--- config.mk ---
export PLATFORM = sky130hd
export DESIGN_NAME = expression_char_lexer_top
export DESIGN_NICKNAME = d
export VERILOG_FILES = /design/src/exl_pkg.sv /design/src/exl_queue.sv /design/src/exl_front.sv /design/src/exl_back.sv /design/src/expression_char_lexer_top.sv
export SDC_FILE = /design/constraint.sdc
export NUM_CORES = 1
export LEC_CHECK = 0
export BUFFER_PORTS_ARGS = -buffer_cell sky130_fd_sc_hd__buf_2
export CORE_MARGIN = 2
export CORE_UTILIZATION = 57
export DETAILED_ROUTE_END_ITERATION = 7
export PLACE_DENSITY = 0.73
export SYNTH_ARGS = -nofsm -noshare
export SYNTH_HDL_FRONTEND = slang
export SYNTH_SLANG_ARGS = --single-unit
--- constraint.sdc ---
create_clock -name clk -period 3.57 [get_ports clk]
set_input_delay 0.1785 -clock clk [delete_from_list [all_inputs] [get_ports clk]]
set_output_delay 0.1785 -clock clk [all_outputs]
set_load 0.05 [all_outputs]
--- src/exl_pkg.sv ---
// Shared types, character codes and keyword table for the expression lexer.
`default_nettype none

package exl_pkg;

	localparam int MAX_WORD_DEF    = 6;
	localparam int QUEUE_DEPTH_DEF = 4;

	localparam int KW_COUNT = 11;
	localparam int KW_MAX   = 6;

	localparam logic [7:0] CH_NUL   = 8'h00;
	localparam logic [7:0] CH_SPACE = 8'h20;
	localparam logic [7:0] CH_SEMI  = 8'h3b;
	localparam logic [7:0] CH_LPAR  = 8'h28;
	localparam logic [7:0] CH_RPAR  = 8'h29;
	localparam logic [7:0] CH_PLUS  = 8'h2b;
	localparam logic [7:0] CH_MINUS = 8'h2d;
	localparam logic [7:0] CH_STAR  = 8'h2a;
	localparam logic [7:0] CH_SLASH = 8'h2f;
	localparam logic [7:0] CH_CARET = 8'h5e;
	localparam logic [7:0] CH_LO_A  = 8'h61;
	localparam logic [7:0] CH_LO_Z  = 8'h7a;
	localparam logic [7:0] CH_ZERO  = 8'h30;
	localparam logic [7:0] CH_ONE   = 8'h31;
	localparam logic [7:0] CH_NINE  = 8'h39;

	typedef enum logic [1:0] {
		RUN_IDLE = 2'd0,
		RUN_WORD = 2'd1,
		RUN_NUM  = 2'd2
	} run_mode_t;

	// first letter in byte 0
	typedef logic [KW_MAX-1:0][7:0] kw_text_t;

	localparam kw_text_t KW_TEXT [KW_COUNT] = '{
		{8'h00, 8'h00, 8'h00, 8'h00, 8'h00, 8'h78},   // x
		{8'h00, 8'h00, 8'h00, 8'h00, 8'h00, 8'h65},   // e
		{8'h00, 8'h00, 8'h00, 8'h00, 8'h69, 8'h70},   // pi
		{8'h00, 8'h00, 8'h00, 8'h6e, 8'h69, 8'h73},   // sin
		{8'h00, 8'h00, 8'h00, 8'h73, 8'h6f, 8'h63},   // cos
		{8'h00, 8'h00, 8'h00, 8'h70, 8'h78, 8'h65},   // exp
		{8'h00, 8'h00, 8'h00, 8'h00, 8'h6e, 8'h6c},   // ln
		{8'h00, 8'h00, 8'h00, 8'h00, 8'h67, 8'h6c},   // lg
		{8'h00, 8'h00, 8'h00, 8'h73, 8'h62, 8'h61},   // abs
		{8'h00, 8'h00, 8'h74, 8'h72, 8'h71, 8'h73},   // sqrt
		{8'h6e, 8'h61, 8'h74, 8'h63, 8'h72, 8'h61}    // arctan
	};

	localparam int KW_LEN [KW_COUNT] = '{1, 1, 2, 3, 3, 3, 2, 2, 3, 4, 6};

	// output steps of one request, in emission order
	typedef struct packed {
		logic pre_word;
		logic pre_sp;
		logic ch_en;
		logic ch_sp;
		logic post_word;
		logic post_sp;
		logic status;
	} act_t;

	typedef struct packed {
		act_t       act;
		logic       err;
		logic [7:0] ch;
	} cmd_t;

	localparam int CMD_W = $bits(cmd_t);

	function automatic logic is_op(input logic [7:0] c);
		return (c == CH_LPAR) || (c == CH_RPAR) || (c == CH_PLUS) || (c == CH_MINUS) ||
			(c == CH_STAR) || (c == CH_SLASH) || (c == CH_CARET);
	endfunction

endpackage

`default_nettype wire

--- src/exl_queue.sv ---
// Small request queue between the classifier and the emitter.
`default_nettype none

module exl_queue
	import exl_pkg::*;
#(
	parameter int WIDTH = CMD_W,
	parameter int DEPTH = QUEUE_DEPTH_DEF
) (
	input  wire logic             clk,
	input  wire logic             arst_n,
	input  wire logic             push,
	input  wire logic [WIDTH-1:0] wdata,
	output logic                  full,
	input  wire logic             pop,
	output logic                  valid,
	output logic [WIDTH-1:0]      rdata
);

	localparam int PTR_W = (DEPTH > 1) ? $clog2(DEPTH) : 1;
	localparam int CNT_W = $clog2(DEPTH + 1);

	logic [WIDTH-1:0] mem_q [DEPTH];
	logic [PTR_W-1:0] wptr_q, rptr_q;
	logic [CNT_W-1:0] count_q;
	logic             do_push, do_pop;

	assign full    = (count_q == CNT_W'(DEPTH));
	assign valid   = (count_q != '0);
	assign rdata   = mem_q[rptr_q];
	assign do_push = push && !full;
	assign do_pop  = pop && valid;

	always_ff @(posedge clk or negedge arst_n) begin
		if (!arst_n) begin
			wptr_q  <= '0;
			rptr_q  <= '0;
			count_q <= '0;
		end else begin
			if (do_push)
				wptr_q <= (wptr_q == PTR_W'(DEPTH - 1)) ? '0 : wptr_q + 1'b1;
			if (do_pop)
				rptr_q <= (rptr_q == PTR_W'(DEPTH - 1)) ? '0 : rptr_q + 1'b1;
			if (do_push && !do_pop)
				count_q <= count_q + 1'b1;
			else if (do_pop && !do_push)
				count_q <= count_q - 1'b1;
		end
	end

	always_ff @(posedge clk) begin
		if (do_push)
			mem_q[wptr_q] <= wdata;
	end

endmodule

`default_nettype wire

--- src/exl_front.sv ---
// Front end: takes characters, tracks word/number runs, checks keywords, issues requests.
`default_nettype none

module exl_front
	import exl_pkg::*;
#(
	parameter  int MAX_WORD = MAX_WORD_DEF,
	localparam int LEN_W    = $clog2(MAX_WORD + 1)
) (
	input  wire logic                     clk,
	input  wire logic                     arst_n,
	input  wire logic                     in_valid,
	output logic                          in_stall,
	input  wire logic [7:0]               char_code,
	input  wire logic                     end_of_text,
	input  wire logic                     q_full,
	output logic                          push,
	output cmd_t                          cmd,
	output logic [MAX_WORD-1:0][7:0]      word_letters,
	output logic [LEN_W-1:0]              word_len
);

	localparam int IDX_W = $clog2(MAX_WORD);

	run_mode_t                mode_q, mode_w;
	logic [MAX_WORD-1:0][7:0] letters_q, letters_w;
	logic [LEN_W-1:0]         len_q, len_w;
	logic                     tl_q, tl_w;
	logic                     stop_q, stop_w;
	logic                     err_q, err_w;
	logic                     accept;
	logic                     is_letter, is_digit, is_nz;

	function automatic logic kw_hit(input logic [MAX_WORD-1:0][7:0] w,
			input logic [LEN_W-1:0] n, input logic tl);
		logic hit;
		logic m;
		hit = 1'b0;
		for (int k = 0; k < KW_COUNT; k++) begin
			m = (n == LEN_W'(KW_LEN[k]));
			for (int i = 0; i < KW_MAX; i++)
				if (i < KW_LEN[k] && w[i] != KW_TEXT[k][i])
					m = 1'b0;
			hit = hit | m;
		end
		return hit && !tl;
	endfunction

	assign in_stall  = q_full;
	assign accept    = in_valid && !in_stall;
	assign is_letter = (char_code >= CH_LO_A) && (char_code <= CH_LO_Z);
	assign is_digit  = (char_code >= CH_ZERO) && (char_code <= CH_NINE);
	assign is_nz     = (char_code >= CH_ONE) && (char_code <= CH_NINE);

	always_comb begin
		mode_w    = mode_q;
		letters_w = letters_q;
		len_w     = len_q;
		tl_w      = tl_q;
		stop_w    = stop_q;
		err_w     = err_q;
		cmd       = '0;
		cmd.ch    = char_code;

		if (!stop_q) begin
			if (mode_q == RUN_WORD && is_letter) begin
				if (len_q < LEN_W'(MAX_WORD)) begin
					letters_w[len_q[IDX_W-1:0]] = char_code;
					len_w = len_q + 1'b1;
				end else begin
					tl_w = 1'b1;
				end
			end else if (mode_q == RUN_NUM && is_digit) begin
				cmd.act.ch_en = 1'b1;
			end else begin
				// close the open run before handling this character
				if (mode_q == RUN_WORD) begin
					if (kw_hit(letters_q, len_q, tl_q)) begin
						cmd.act.pre_word = 1'b1;
					end else begin
						err_w  = 1'b1;
						stop_w = 1'b1;
					end
				end else if (mode_q == RUN_NUM) begin
					cmd.act.pre_sp = 1'b1;
				end
				mode_w = RUN_IDLE;
				len_w  = '0;
				tl_w   = 1'b0;

				if (!stop_w) begin
					if (char_code == CH_SPACE) begin
						// dropped
					end else if (is_letter) begin
						mode_w       = RUN_WORD;
						letters_w[0] = char_code;
						len_w        = LEN_W'(1);
					end else if (is_nz) begin
						mode_w        = RUN_NUM;
						cmd.act.ch_en = 1'b1;
					end else if (char_code == CH_SEMI) begin
						cmd.act.ch_en = 1'b1;
						stop_w        = 1'b1;
					end else if (is_op(char_code)) begin
						cmd.act.ch_en = 1'b1;
						cmd.act.ch_sp = 1'b1;
					end else begin
						err_w  = 1'b1;
						stop_w = 1'b1;
					end
				end
			end

			// end of text closes whatever run is still open
			if (end_of_text && !stop_w) begin
				if (mode_w == RUN_WORD) begin
					if (kw_hit(letters_w, len_w, tl_w)) begin
						cmd.act.post_word = 1'b1;
					end else begin
						err_w  = 1'b1;
						stop_w = 1'b1;
					end
				end else if (mode_w == RUN_NUM) begin
					cmd.act.post_sp = 1'b1;
				end
			end
		end

		if (end_of_text) begin
			cmd.act.status = 1'b1;
			cmd.err        = err_w;
		end

		word_letters = cmd.act.pre_word ? letters_q : letters_w;
		word_len     = cmd.act.pre_word ? len_q : len_w;
	end

	assign push = accept && (cmd.act != '0);

	always_ff @(posedge clk or negedge arst_n) begin
		if (!arst_n) begin
			mode_q <= RUN_IDLE;
			len_q  <= '0;
			tl_q   <= 1'b0;
			stop_q <= 1'b0;
			err_q  <= 1'b0;
		end else if (accept) begin
			if (end_of_text) begin
				mode_q <= RUN_IDLE;
				len_q  <= '0;
				tl_q   <= 1'b0;
				stop_q <= 1'b0;
				err_q  <= 1'b0;
			end else begin
				mode_q <= mode_w;
				len_q  <= len_w;
				tl_q   <= tl_w;
				stop_q <= stop_w;
				err_q  <= err_w;
			end
		end
	end

	always_ff @(posedge clk) begin
		if (accept)
			letters_q <= letters_w;
	end

endmodule

`default_nettype wire

--- src/exl_back.sv ---
// Back end: expands each request into output characters, one per cycle while not stalled, behind an output register.
`default_nettype none

module exl_back
	import exl_pkg::*;
#(
	parameter  int MAX_WORD = MAX_WORD_DEF,
	localparam int LEN_W    = $clog2(MAX_WORD + 1)
) (
	input  wire logic                     clk,
	input  wire logic                     arst_n,
	input  wire logic                     q_valid,
	input  wire cmd_t                     q_cmd,
	input  wire logic [MAX_WORD-1:0][7:0] q_letters,
	input  wire logic [LEN_W-1:0]         q_len,
	output logic                          pop,
	output logic                          out_valid,
	input  wire logic                     out_stall,
	output logic [7:0]                    out_char,
	output logic                          char_valid,
	output logic                          last,
	output logic                          lexical_error
);

	localparam int IDX_W = $clog2(MAX_WORD);

	logic                     cur_v_q;
	act_t                     act_q, act_n;
	logic                     err_q;
	logic [7:0]               ch_q;
	logic [MAX_WORD-1:0][7:0] letters_q;
	logic [LEN_W-1:0]         len_q;
	logic [LEN_W-1:0]         idx_q, idx_n;
	logic                     out_valid_q;
	logic [7:0]               e_char;
	logic                     e_status;
	logic                     can_emit, fire, done;

	assign can_emit = !out_valid_q || !out_stall;
	assign fire     = cur_v_q && can_emit;

	always_comb begin
		act_n    = act_q;
		idx_n    = idx_q;
		e_char   = CH_SPACE;
		e_status = 1'b0;
		if (act_q.pre_word || (!act_q.pre_sp && !act_q.ch_en && !act_q.ch_sp &&
				act_q.post_word)) begin
			if (idx_q == len_q) begin
				act_n.pre_word  = 1'b0;
				act_n.post_word = 1'b0;
				idx_n           = '0;
			end else begin
				e_char = letters_q[idx_q[IDX_W-1:0]];
				idx_n  = idx_q + 1'b1;
			end
		end else if (act_q.pre_sp) begin
			act_n.pre_sp = 1'b0;
		end else if (act_q.ch_en) begin
			e_char      = ch_q;
			act_n.ch_en = 1'b0;
		end else if (act_q.ch_sp) begin
			act_n.ch_sp = 1'b0;
		end else if (act_q.post_sp) begin
			act_n.post_sp = 1'b0;
		end else begin
			e_char       = CH_NUL;
			e_status     = 1'b1;
			act_n.status = 1'b0;
		end
	end

	assign done = (act_n == '0);
	assign pop  = q_valid && (!cur_v_q || (fire && done));

	always_ff @(posedge clk or negedge arst_n) begin
		if (!arst_n) begin
			cur_v_q <= 1'b0;
			act_q   <= '0;
			idx_q   <= '0;
		end else if (pop) begin
			cur_v_q <= 1'b1;
			act_q   <= q_cmd.act;
			idx_q   <= '0;
		end else if (fire) begin
			cur_v_q <= !done;
			act_q   <= act_n;
			idx_q   <= idx_n;
		end
	end

	always_ff @(posedge clk) begin
		if (pop) begin
			err_q     <= q_cmd.err;
			ch_q      <= q_cmd.ch;
			letters_q <= q_letters;
			len_q     <= q_len;
		end
	end

	always_ff @(posedge clk or negedge arst_n) begin
		if (!arst_n)
			out_valid_q <= 1'b0;
		else if (fire)
			out_valid_q <= 1'b1;
		else if (!out_stall)
			out_valid_q <= 1'b0;
	end

	always_ff @(posedge clk) begin
		if (fire) begin
			out_char      <= e_char;
			char_valid    <= !e_status;
			last          <= e_status;
			lexical_error <= e_status && err_q;
		end
	end

	assign out_valid = out_valid_q;

endmodule

`default_nettype wire

--- src/expression_char_lexer_top.sv ---
// Top level of the expression character lexer.
//
//  channel | direction | handshake           | payload
//  --------+-----------+---------------------+------------------------------------------
//  in      | into      | in_valid / in_stall | char_code, end_of_text
//  out     | out of    | out_valid/out_stall | out_char, char_valid, last, lexical_error
//
// A character is taken every cycle unless the request queue is full.
// Output runs at one item per cycle while out_stall is low; a request yields up to MAX_WORD + 4 items,
// which the emitter expands while the front end keeps taking characters into the queue.
// A request reaches the output through a queue entry, the emitter's request register and the output register.
// Reset clears run state, queue and the output valid flag; no clearing pass.
// out_stall holds the output register and backs up through the queue to in_stall.
`default_nettype none

module expression_char_lexer_top
	import exl_pkg::*;
#(
	parameter int MAX_WORD    = MAX_WORD_DEF,
	parameter int QUEUE_DEPTH = QUEUE_DEPTH_DEF
) (
	input  wire logic       clk,
	input  wire logic       arst_n,
	input  wire logic       in_valid,
	output logic            in_stall,
	input  wire logic [7:0] char_code,
	input  wire logic       end_of_text,
	output logic            out_valid,
	input  wire logic       out_stall,
	output logic [7:0]      out_char,
	output logic            char_valid,
	output logic            last,
	output logic            lexical_error
);

	localparam int LEN_W = $clog2(MAX_WORD + 1);
	localparam int QW    = CMD_W + MAX_WORD * 8 + LEN_W;

	cmd_t                     f_cmd, q_cmd;
	logic [MAX_WORD-1:0][7:0] f_letters, q_letters;
	logic [LEN_W-1:0]         f_len, q_len;
	logic                     push, pop, q_full, q_valid;
	logic [QW-1:0]            q_wdata, q_rdata;

	exl_front #(.MAX_WORD(MAX_WORD)) u_front (
		.clk          (clk),
		.arst_n       (arst_n),
		.in_valid     (in_valid),
		.in_stall     (in_stall),
		.char_code    (char_code),
		.end_of_text  (end_of_text),
		.q_full       (q_full),
		.push         (push),
		.cmd          (f_cmd),
		.word_letters (f_letters),
		.word_len     (f_len)
	);

	assign q_wdata = {f_cmd, f_letters, f_len};

	exl_queue #(.WIDTH(QW), .DEPTH(QUEUE_DEPTH)) u_queue (
		.clk    (clk),
		.arst_n (arst_n),
		.push   (push),
		.wdata  (q_wdata),
		.full   (q_full),
		.pop    (pop),
		.valid  (q_valid),
		.rdata  (q_rdata)
	);

	assign {q_cmd, q_letters, q_len} = q_rdata;

	exl_back #(.MAX_WORD(MAX_WORD)) u_back (
		.clk           (clk),
		.arst_n        (arst_n),
		.q_valid       (q_valid),
		.q_cmd         (q_cmd),
		.q_letters     (q_letters),
		.q_len         (q_len),
		.pop           (pop),
		.out_valid     (out_valid),
		.out_stall     (out_stall),
		.out_char      (out_char),
		.char_valid    (char_valid),
		.last          (last),
		.lexical_error (lexical_error)
	);

endmodule

`default_nettype wire

# Word level (Yosys, flattened, before mapping)
# Memories as Yosys holds them, arrays and structs flattened.
# Index checks and enable logic that the tools add are counted.
# W data, S select, Z words.
[classes] n_bitwise=20 n_mux=272 reduce_logical=53 n_addsub=6 n_eq_ne=75 n_lt_le_gt_ge=9
[ops] cell="$ne A8 B7 Y1 const B" n=46
[ops] cell="$mux W1" n=207
[ops] cell="$mux W48" n=3
[ops] cell="$mux W8" n=13
[ops] cell="$mux W40" n=2
[ops] cell="$eq A8 B6 Y1 const B" n=8
[ops] cell="$bwmux W48" n=1
[ops] cell="$mux W3" n=16
[ops] cell="$mux W2" n=23
[ops] cell="$bmux W8 S3" n=1
[ops] cell="$demux W8 S3" n=1
[ops] cell="$logic_and A1 B1 Y1" n=22
[ops] cell="$or A1 B1 Y1" n=20
[ops] cell="$ge A8 B6 Y1 const B" n=2
[ops] cell="$eq A3 B3 Y1 const B" n=5
[ops] cell="$logic_not A1 Y1" n=14
[ops] cell="$mux W7" n=2
[ops] cell="$eq A3 B2 Y1 const B" n=4
[ops] cell="$mux W6" n=2
[ops] cell="$add A3 B1 Y3 const B" n=3
[ops] cell="$logic_or A1 B1 Y1" n=9
[ops] cell="$eq A2 B2 Y1 const B" n=4
[ops] cell="$eq A8 B7 Y1 const B" n=1
[ops] cell="$ge A8 B7 Y1 const B" n=1
[ops] cell="18 further kinds" n=25
[totals] wordCells=473 ff_bits=146 mem_bits_rw=268 memories=1 output_inout_bits=13
[memory_table] name="u_queue.mem_q" depth=4 width=67 read_ports=1 rd_clocked_by_memory_dff=0 wr=1 line="exl_queue.sv:23" rtl="logic [WIDTH-1:0] mem_q [DEPTH];"

# Depth between registers and ports, before layout
# Gate-level depths: netlist (run 1).
[depth] word_depth=54 ltp_mapped=17 depth_no_buf=16

# By module
# A second synthesis (run 1) with hierarchy kept.
[unflattened] hier_cells=1095 hier_area_um2=18227.5
[modules_own_cells] module="exl_queue" instances=1 area_per_inst_um2=10112.2 cells_per_inst=388
[modules_own_cells] module="exl_front" instances=1 area_per_inst_um2=4755.8 cells_per_inst=507
[modules_own_cells] module="exl_back" instances=1 area_per_inst_um2=3359.5 cells_per_inst=200

# Worst setup path before layout (run 1)
# OpenSTA, ideal clock, no wires.
[synth_timing] path_type="register to register" startpoint="register u_queue.count_q[0]" endpoint="register u_queue.count_q[1]" path_buffers=0 arrival_ns=3.788 path_stages_with_launch=9 slack_ns=-0.343 setup_time_ns=0.125 synth_period_minus_slack_ns=3.913 cell_sequence="dfrtp_1 > nor3b_1 > nand2b_1 > inv_1 > o41a_4 > ha_1 > inv_1 > fa_1 > mux2_2"
[synth_between] elab_chain_len=8 word_cells_on_any_way=17 classes_between="add/sub (2); eq/ne (1); mux (2); reduce/logical (12)"
[synth_rtl] element="from (decl)" line="exl_queue.sv:25" rtl="logic [CNT_W-1:0] count_q;"
[synth_rtl] element="from (signal assigned)" line="exl_queue.sv:45" rtl="count_q <= count_q + 1'b1;"
[synth_rtl] element="from (signal assigned)" line="exl_queue.sv:47" rtl="count_q <= count_q - 1'b1;"
[synth_rtl] element="$eq A3 B3 Y1 (*)" line="exl_queue.sv:28" rtl="assign full = (count_q == CNT_W'(DEPTH));"
[synth_rtl] element="net in_stall" line="expression_char_lexer_top.sv:25" rtl="output logic in_stall,"
[synth_rtl] element="$logic_not A1 Y1 (*)" line="exl_front.sv:50" rtl="assign accept = in_valid && !in_stall;"
[synth_rtl] element="$logic_and A1 B1 Y1 (*)" line="exl_front.sv:50"
[synth_rtl] element="net u_front.accept" line="exl_front.sv:31" rtl="logic accept;"
[synth_rtl] element="$logic_and A1 B1 Y1 (*)" line="exl_front.sv:138" rtl="assign push = accept && (cmd.act != '0);"
[synth_rtl] element="$logic_and A1 B1 Y1 (*)" line="exl_queue.sv:31" rtl="assign do_push = push && !full;"
[synth_rtl] element="net u_queue.do_push" line="exl_queue.sv:26" rtl="logic do_push, do_pop;"
[synth_rtl] element="$logic_not A1 Y1" line="exl_queue.sv:46" rtl="else if (do_pop && !do_push)"
[synth_rtl] element="$logic_and A1 B1 Y1" line="exl_queue.sv:46"
[synth_rtl] element="$reduce_bool A2 Y1 (no line)"
# Mark *: on every way through the listed nets, which the timed path passes. The rest lies on a longest branch. The select of a mux whose other input is x is not followed.
# A chain may end at the register's enable or synchronous reset.

==> impl_results.md, run 1 <==
* Worst setup EP type: flip-flop
* Most frequent cells in the layout: edfxtp_1 (387), buf_4 (78), mux4_2 (75), mux2_2 (66), nand2_1 (46)
* Die Wd at 182 um
* Clock latency on the worst-skew pair at 0.54 ns
* Top FF cell, synth: edfxtp_1
* DIE AREA at 33200 sq um
* GRT overflow at 0
* Switching share of power at 29.3%
* Final TNS setup at 0 ns
* DRT antenna net count at 0
* Fin. max-slew vios at 0
* Reg-to-Reg End: u_queue.count_q[2]$_DFFE_PN0P_
* IO Count at 26
* CP Max Fanout at 2
* CTS tree: done
* Initial DRC count at 982
* Overall routing resource usage at 25.6%
* Antenna fix cells at 0
* Core area at 31400 sq um
* First-pass GRT wire length at 63.0 mm
* Place WS at 0.0228 ns
* Clock skew at 0.0131 ns
* Worst endpoint required time at 4.04 ns
* Worst setup startpoint: u_front.letters_q[16]$_DFFE_PP_
* Actual slew at the worst max-slew pin at 1.12 ns
* H-tree depth at 2
* Starting Density at 57.7%
* Die Y-Extent at 182 um
* Async set-reset flop share out of synthesis at 6.52%
* Clock Path Buffers at 3
* NetSw at 4.59 mW
* Run status: finished, final reports clean
* Tcrit/Tclk final at 95.6%
* Post-route minimum period at 3.41 ns
* Post-route insts no fill at 1627
* VDD IR max at 0.662 mV
* RSZ-0062 raised after global routing: no
* Remaining DRCs at 0
* Number of CTS-inserted buffers at 43
* Hold slack at 0.0223 ns
* Seq/Total Area, Yosys at 67.9%
* Logic pwr share at 25.6%
* LEAKAGE at 7.11 nW
* #FFs+latches synth at 414
* Reg clk slew, reported paths at 0.06 ns
* Worst R2R Start: u_front.letters_q[16]$_DFFE_PP_
* # nets final at 1219
* Critical Path AT at 3.88 ns
* Largest net degree at the start of global routing at 73
* Clock Power Share at 28.2%
* Slew margin rel. at 24.9%
* Synth-to-layout area growth at 15.6%
* WS Path Type: reg -> reg
* Drt via density at 6.28
* Placer Congestion at 0.930
* Port buffer count at 25
* Max Fclk at 293 MHz
* Number of global-route vias before repair at 10235
* Total power at 15.7 mW
* Initial antenna violation count at 1
* Crit path capture: u_queue.count_q[2]$_DFFE_PN0P_
* Startpoint Class: flip-flop
* Most common cell after layout, fill and taps aside: edfxtp_1
* Register share of total power at 46.2%
* EDFF count, synth at 387
* Dpl cells at 1541
* Clk sinks at 414
* DRT Pass-1 Iters at 6
* Fill cells at 2083
* Rows at 65
* Final Hold Violating Endpoints at 0
* Power Internal at 11.1 mW
* Post-Syn Instances at 1080
* Synth Cell Area at 18100 sq um
* Average size of a mapped cell at 16.8 sq um
* Vias post-DR at 10210
* Warnings, synthesis at 0
* Setup Viol. Count Final at 0
* Worst reg-to-reg path cell count at 14
* Wirelength, routed at 41.4 mm
* HPWL after detailed placement at 27.5 mm
* Setup ws final at 0.158 ns
* Reg-to-reg slack, setup at 0.16 ns
* CTS root buffer: clkbuf_16
* Routed len/inst at 25.5 um
* Library cells used by synthesis at 89
* Synthesized Nets at 1107
* Class of the worst hold path: in -> reg
* Maxcap violations at 0
* Pwr/cell area at 750 nW/um^2
* Layout cells sized above 1 at 33.1%
## metal layers
layer | wire length [um] | vias to the layer above | track usage (%)
met1 | 18000 | 5271 | 36.4
met3 | 2300 | 66 | 3.89
met2 | 20200 | 338 | 41.6
met5 | 0 | - | 0
li1 | - | 4535 | -
met4 | 1010 | 0 | 7.52
## metrics by stage
stage                     instance area (sq um)  util [%]
after floorplan                           18100         -
after global placement                    19400      61.7
after detailed placement                  19400      61.7
after CTS                                 20800      66.3
after global routing                      20900      66.7
final                                     20900      66.7
## worst max-delay path, cell delays in order (launching register included)
cell and delay [ns]:
edfxtp_1 0.41, or3b_1 0.41, or4_4 0.51, nor4_4 0.17
o21ai_2 0.10, a31oi_2 0.20, a21oi_1 0.12, nor3_2 0.17
o41a_4 0.17, ha_1 0.16, inv_1 0.06, fa_1 0.43
xor2_1 0.17, nor2_1 0.11, xor2_1 0.14
## power groups by stage
stage,registers (mW),logic (mW),clock network (mW)
after floorplan,7.21,2.69,0
after global placement,7.30,3.92,0
after detailed placement,7.34,4.01,0
after CTS,7.26,4.04,4.49
after global routing,7.35,4.29,4.68
final,7.25,4.01,4.42
## worst min path at each step
stage,start,to,slack [ns],cells past startpoint
floorplan,arst_n,u_back.act_q[0]$_DFFE_PN0P_,-0.12,0
global placement,arst_n,u_front.len_q[0]$_DFFE_PN0P_,0.25,1
detailed placement,arst_n,u_front.len_q[1]$_DFFE_PN0P_,0.26,1
CTS,end_of_text,u_front.stop_q$_DFFE_PN0P_,0.000004,2
global route,char_code[7],u_queue.mem_q[1][58]$_DFFE_PP_,0.01,1
finish,end_of_text,u_front.stop_q$_DFFE_PN0P_,0.02,2
## final cells by class
type	count	area (sq um)	share of cell area, %
clock buffer	57	1210	5.79
sequential	414	12300	58.8
inverter	23	86.3	0.413
multi-input combinational	584	5500	26.3
timing repair buffer	126	1120	5.37
tap	402	503	2.40
clock inverter	21	200	0.957
## synth_stat cells, drive strengths merged, types with 20 or more instances
cell type,n,area share (%)
o21ai,42,1.2
nor3,22,0.66
edfxtp,387,64
nor2,45,0.93
inv,22,0.46
nand3,20,0.58
mux2i,22,1.2
mux2,68,4.3
mux4,75,9.3
buf,29,0.75
or2,23,0.79
clkbuf,29,0.88
nand2,46,0.95
a21oi,23,0.64
dfrtp,27,3.7
## state kept, by name, indices dropped and copies added (netlist names), 2 cells and up
register / cells
u_front.len_q: 3
u_back.idx_q: 3
u_front.mode_q: 2
u_queue.count_q: 3
u_back.letters_q: 48
u_queue.mem_q: 268
u_back.ch_q: 8
u_back.len_q: 3
u_front.letters_q: 48
u_back.act_q: 7
u_back.out_char: 8
u_queue.rptr_q: 2
u_queue.wptr_q: 2
## kinds of logic after synthesis
family | after synthesis | synth area share, %
xor+xnor | 8 | 0.387
fa+ha+maj | 15 | 1.06
mux | 165 | 14.8
compound gates | 121 | 4.69
flops | 414 | 67.9
simple gates | 275 | 8.98
buf+inv | 82 | 2.16
## timing repair
item | in CTS | in global routing
endpoints found under the hold margin | 32 | 0
buffers inserted | 0 | 5
gates resized for setup | 1 | 13
setup endpoints to repair | 1 | 10
hold buffers | 3 | 0
pin swaps | 0 | 5
No activity file was read; power rests on OpenSTA's default activity.
==> inputs of run 2 (changes only) <==
--- a/config.mk
+++ b/config.mk
@@ -7,9 +7,10 @@
 export LEC_CHECK = 0
 export BUFFER_PORTS_ARGS = -buffer_cell sky130_fd_sc_hd__buf_2
 export CORE_MARGIN = 2
-export CORE_UTILIZATION = 57
+export CORE_UTILIZATION = 55
 export DETAILED_ROUTE_END_ITERATION = 7
-export PLACE_DENSITY = 0.73
+export PLACE_DENSITY = 0.71
+export SLEW_MARGIN = 20
 export SYNTH_ARGS = -nofsm -noshare
 export SYNTH_HDL_FRONTEND = slang
 export SYNTH_SLANG_ARGS = --single-unit
==> run 2 against run 1 <==
Net effect:
- critical path type unchanged
- worst setup slack worse by 0.048 ns
- via count up 0.73%
- global-route usage down 0.93 points
- combinational power about the same
- fmax down 1.4%
- hold slack better by 0.013 ns
- cell count up 2.0%
- critical endpoint unchanged
- register-to-register slack worse by 0.05 ns
- first-iteration DRC count up 13%
==> impl_results.md, run 2 (synthesis results as in run 1) <==
* Finished Cell Area at 20800 sq um (was 20900 sq um)
* Clk sinks at 414 (unchanged)
* Number of CTS-inserted buffers at 42 (was 43)
* Max FFs per register at 268 (unchanged)
* Startpoint Class: flip-flop (unchanged)
* Synth-to-layout area growth at 14.6% (was 15.6%)
* CP Max Fanout at 2 (unchanged)
* Reg area at 12300 sq um (about the same)
* Actual slew at the worst max-slew pin at 1.05 ns (was 1.12 ns)
* Class of the worst hold path: in -> reg (unchanged)
* Fill cells at 2278 (was 2083)
* Critical Path AT at 3.92 ns (was 3.88 ns)
* Vias post-DR at 10285 (was 10210)
* Layout cells sized above 1 at 32.2% (was 33.1%)
* Starting Density at 55.8% (was 57.7%)
* Pwr/cell area at 741 nW/um^2 (was 750 nW/um^2)
* Max Fclk at 289 MHz (was 293 MHz)
* LEAKAGE at 7.01 nW (was 7.11 nW)
* First-pass GRT wire length at 62.3 mm (was 63.0 mm)
* Routed len/inst at 24.6 um (was 25.5 um)
* Remaining DRCs at 0 (unchanged)
* Reg clk slew, reported paths at 0.06 ns (about the same)
* Worst setup EP type: flip-flop (unchanged)
* DRT antenna net count at 0 (unchanged)
* Place WS at 0.0330 ns (was 0.0228 ns)
* Initial antenna violation count at 1 (unchanged)
* VDD IR max at 0.525 mV (was 0.662 mV)
* Clock Path Buffers at 3 (unchanged)
* Setup repair bufs after CTS at 0 (unchanged)
* Most frequent cells in the layout: edfxtp_1 (387), mux4_2 (75), buf_4 (75), mux2_2 (66), nand2_1 (46) (was edfxtp_1 (387), buf_4 (78), mux4_2 (75), mux2_2 (66), nand2_1 (46))
* Worst endpoint required time at 4.03 ns (was 4.04 ns)
* Die Y-Extent at 185 um (was 182 um)
* Dpl cells at 1576 (was 1541)
* Fin. max-slew vios at 0 (unchanged)
* Biggest regs: u_queue.mem_q: 268 flops, u_back.letters_q: 48 flops, u_front.letters_q: 48 flops (unchanged)
* Most common cell after layout, fill and taps aside: edfxtp_1 (unchanged)
* RSZ-0062 raised after global routing: yes (was no)
* Placed cell area at 19300 sq um (was 19400 sq um)
* Multi-input gate area at 5530 sq um (was 5500 sq um)
* HPWL after detailed placement at 26.6 mm (was 27.5 mm)
* Port buffer count at 25 (unchanged)
* Maxcap violations at 0 (unchanged)
* Initial DRC count at 1107 (was 982)
* DIE AREA at 34400 sq um (was 33200 sq um)
* Tcrit/Tclk final at 96.9% (was 95.6%)
* Clock latency on the worst-skew pair at 0.54 ns (about the same)
* Number of global-route vias before repair at 10129 (was 10235)
* GRT overflow at 0 (unchanged)
* Die Wd at 185 um (was 182 um)
* Clock skew at 0.0285 ns (was 0.0131 ns)
* H-tree depth at 2 (unchanged)
* Slew margin rel. at 29.6% (was 24.9%)
* CTS tree: done (unchanged)
* # nets final at 1209 (was 1219)
* Drt via density at 6.20 (was 6.28)
* Top reg by flops: u_queue.mem_q (unchanged)
* DRT Pass-1 Iters at 5 (was 6)
* Post-route insts no fill at 1659 (was 1627)
* Wirelength, routed at 40.8 mm (was 41.4 mm)
* Run status: finished, final reports clean (unchanged)
* Overall routing resource usage at 24.6% (was 25.6%)
* Final Hold Violating Endpoints at 0 (unchanged)
* IO Count at 26 (unchanged)
* CTS root buffer: clkbuf_16 (unchanged)
* Core area at 32500 sq um (was 31400 sq um)
* WS Path Type: reg -> reg (unchanged)
* Final TNS setup at 0 ns (unchanged)
* Setup ws final at 0.110 ns (was 0.158 ns)
* Rows at 66 (was 65)
* Setup Viol. Count Final at 0 (unchanged)
* Post-route minimum period at 3.46 ns (was 3.41 ns)
* Placer Congestion at 0.931 (was 0.930)
* Largest net degree at the start of global routing at 73 (unchanged)
==> run 2: changes by cell type in the layout (fill, tap and decap cells not counted), moves of 2 or more <==
cell,delta
buf_12,-6
clkbuf_1,+6
buf_4,-3
clkbuf_8,-3
clkbuf_16,-2
clkinv_1,+2
==> run 2: routing by layer <==
metal,GRT usage (%),routed length (um)
met5,0,0
met4,6.63,917
met3,4.01,2610
met2,38.6,19400
met1,36.3,17900
==> run 2: repair_timing <==
action,in CTS,in global routing
resized for setup,0,18
hold endpoints to repair,36,0
setup endpoints to repair,0,10
hold buffers,4,0
==> run 2: through the flow <==
step                hold slack (ns)  utilization [%]  total power, mW
floorplan                    -0.117                -             9.89
global placement              0.258             59.5             11.2
detailed placement            0.270             59.5             11.3
CTS                          0.0171             63.7             15.5
global route                 0.0348             64.0             16.1
finish                       0.0356             64.0             15.4
==> run 2: where the power goes <==
part | switching [mW] | internal [mW]
Clock | 1.78 | 2.40
Sequential | 0.515 | 6.66
Combinational | 2.28 | 1.75
==> run 2: worst max-delay path, cell delays in order, from the launching register on <==
cell	delay, ns
edfxtp_1	0.39
or3b_1	0.41
or4_4	0.51
nor4_4	0.27
o21ai_2	0.14
a31oi_4	0.20
a21oi_2	0.09
nor3_2	0.16
o41a_4	0.18
ha_2	0.17
inv_1	0.06
fa_2	0.38
xor2_1	0.17
nor2_1	0.11
xor2_1	0.15
==> run 2: worst paths after layout <==
| kind | slack, ns | from | end | depth (start not counted) |
|---|---|---|---|---|
| hold / removal | 0.04 | end_of_text | u_queue.mem_q[2][60]$_DFFE_PP_ | 1 |
| setup / recovery | 0.11 | u_front.letters_q[17]$_DFFE_PP_ | u_queue.count_q[2]$_DFFE_PN0P_ | 14 |
| min in group asynchronous | 0.21 | arst_n | u_front.len_q[2]$_DFFE_PN0P_ | 2 |
| hold reg to reg | 0.49 | u_queue.count_q[2]$_DFFE_PN0P_ | u_queue.count_q[2]$_DFFE_PN0P_ | 1 |
| max in group asynchronous | 2.80 | arst_n | u_queue.rptr_q[0]$_DFFE_PN0P_ | 2 |
| setup reg to reg | 0.11 | u_front.letters_q[17]$_DFFE_PP_ | u_queue.count_q[2]$_DFFE_PN0P_ | 14 |
==> run 2: area by class of cell <==
type | count | share of cell area [%]
antenna | 1 | 0.0121
clock buffer | 58 | 5.50
clock inverter | 20 | 0.796
inverter | 23 | 0.416
multi-input combinational | 584 | 26.6
sequential | 414 | 59.3
tap | 442 | 2.66
timing repair buffer | 117 | 4.72
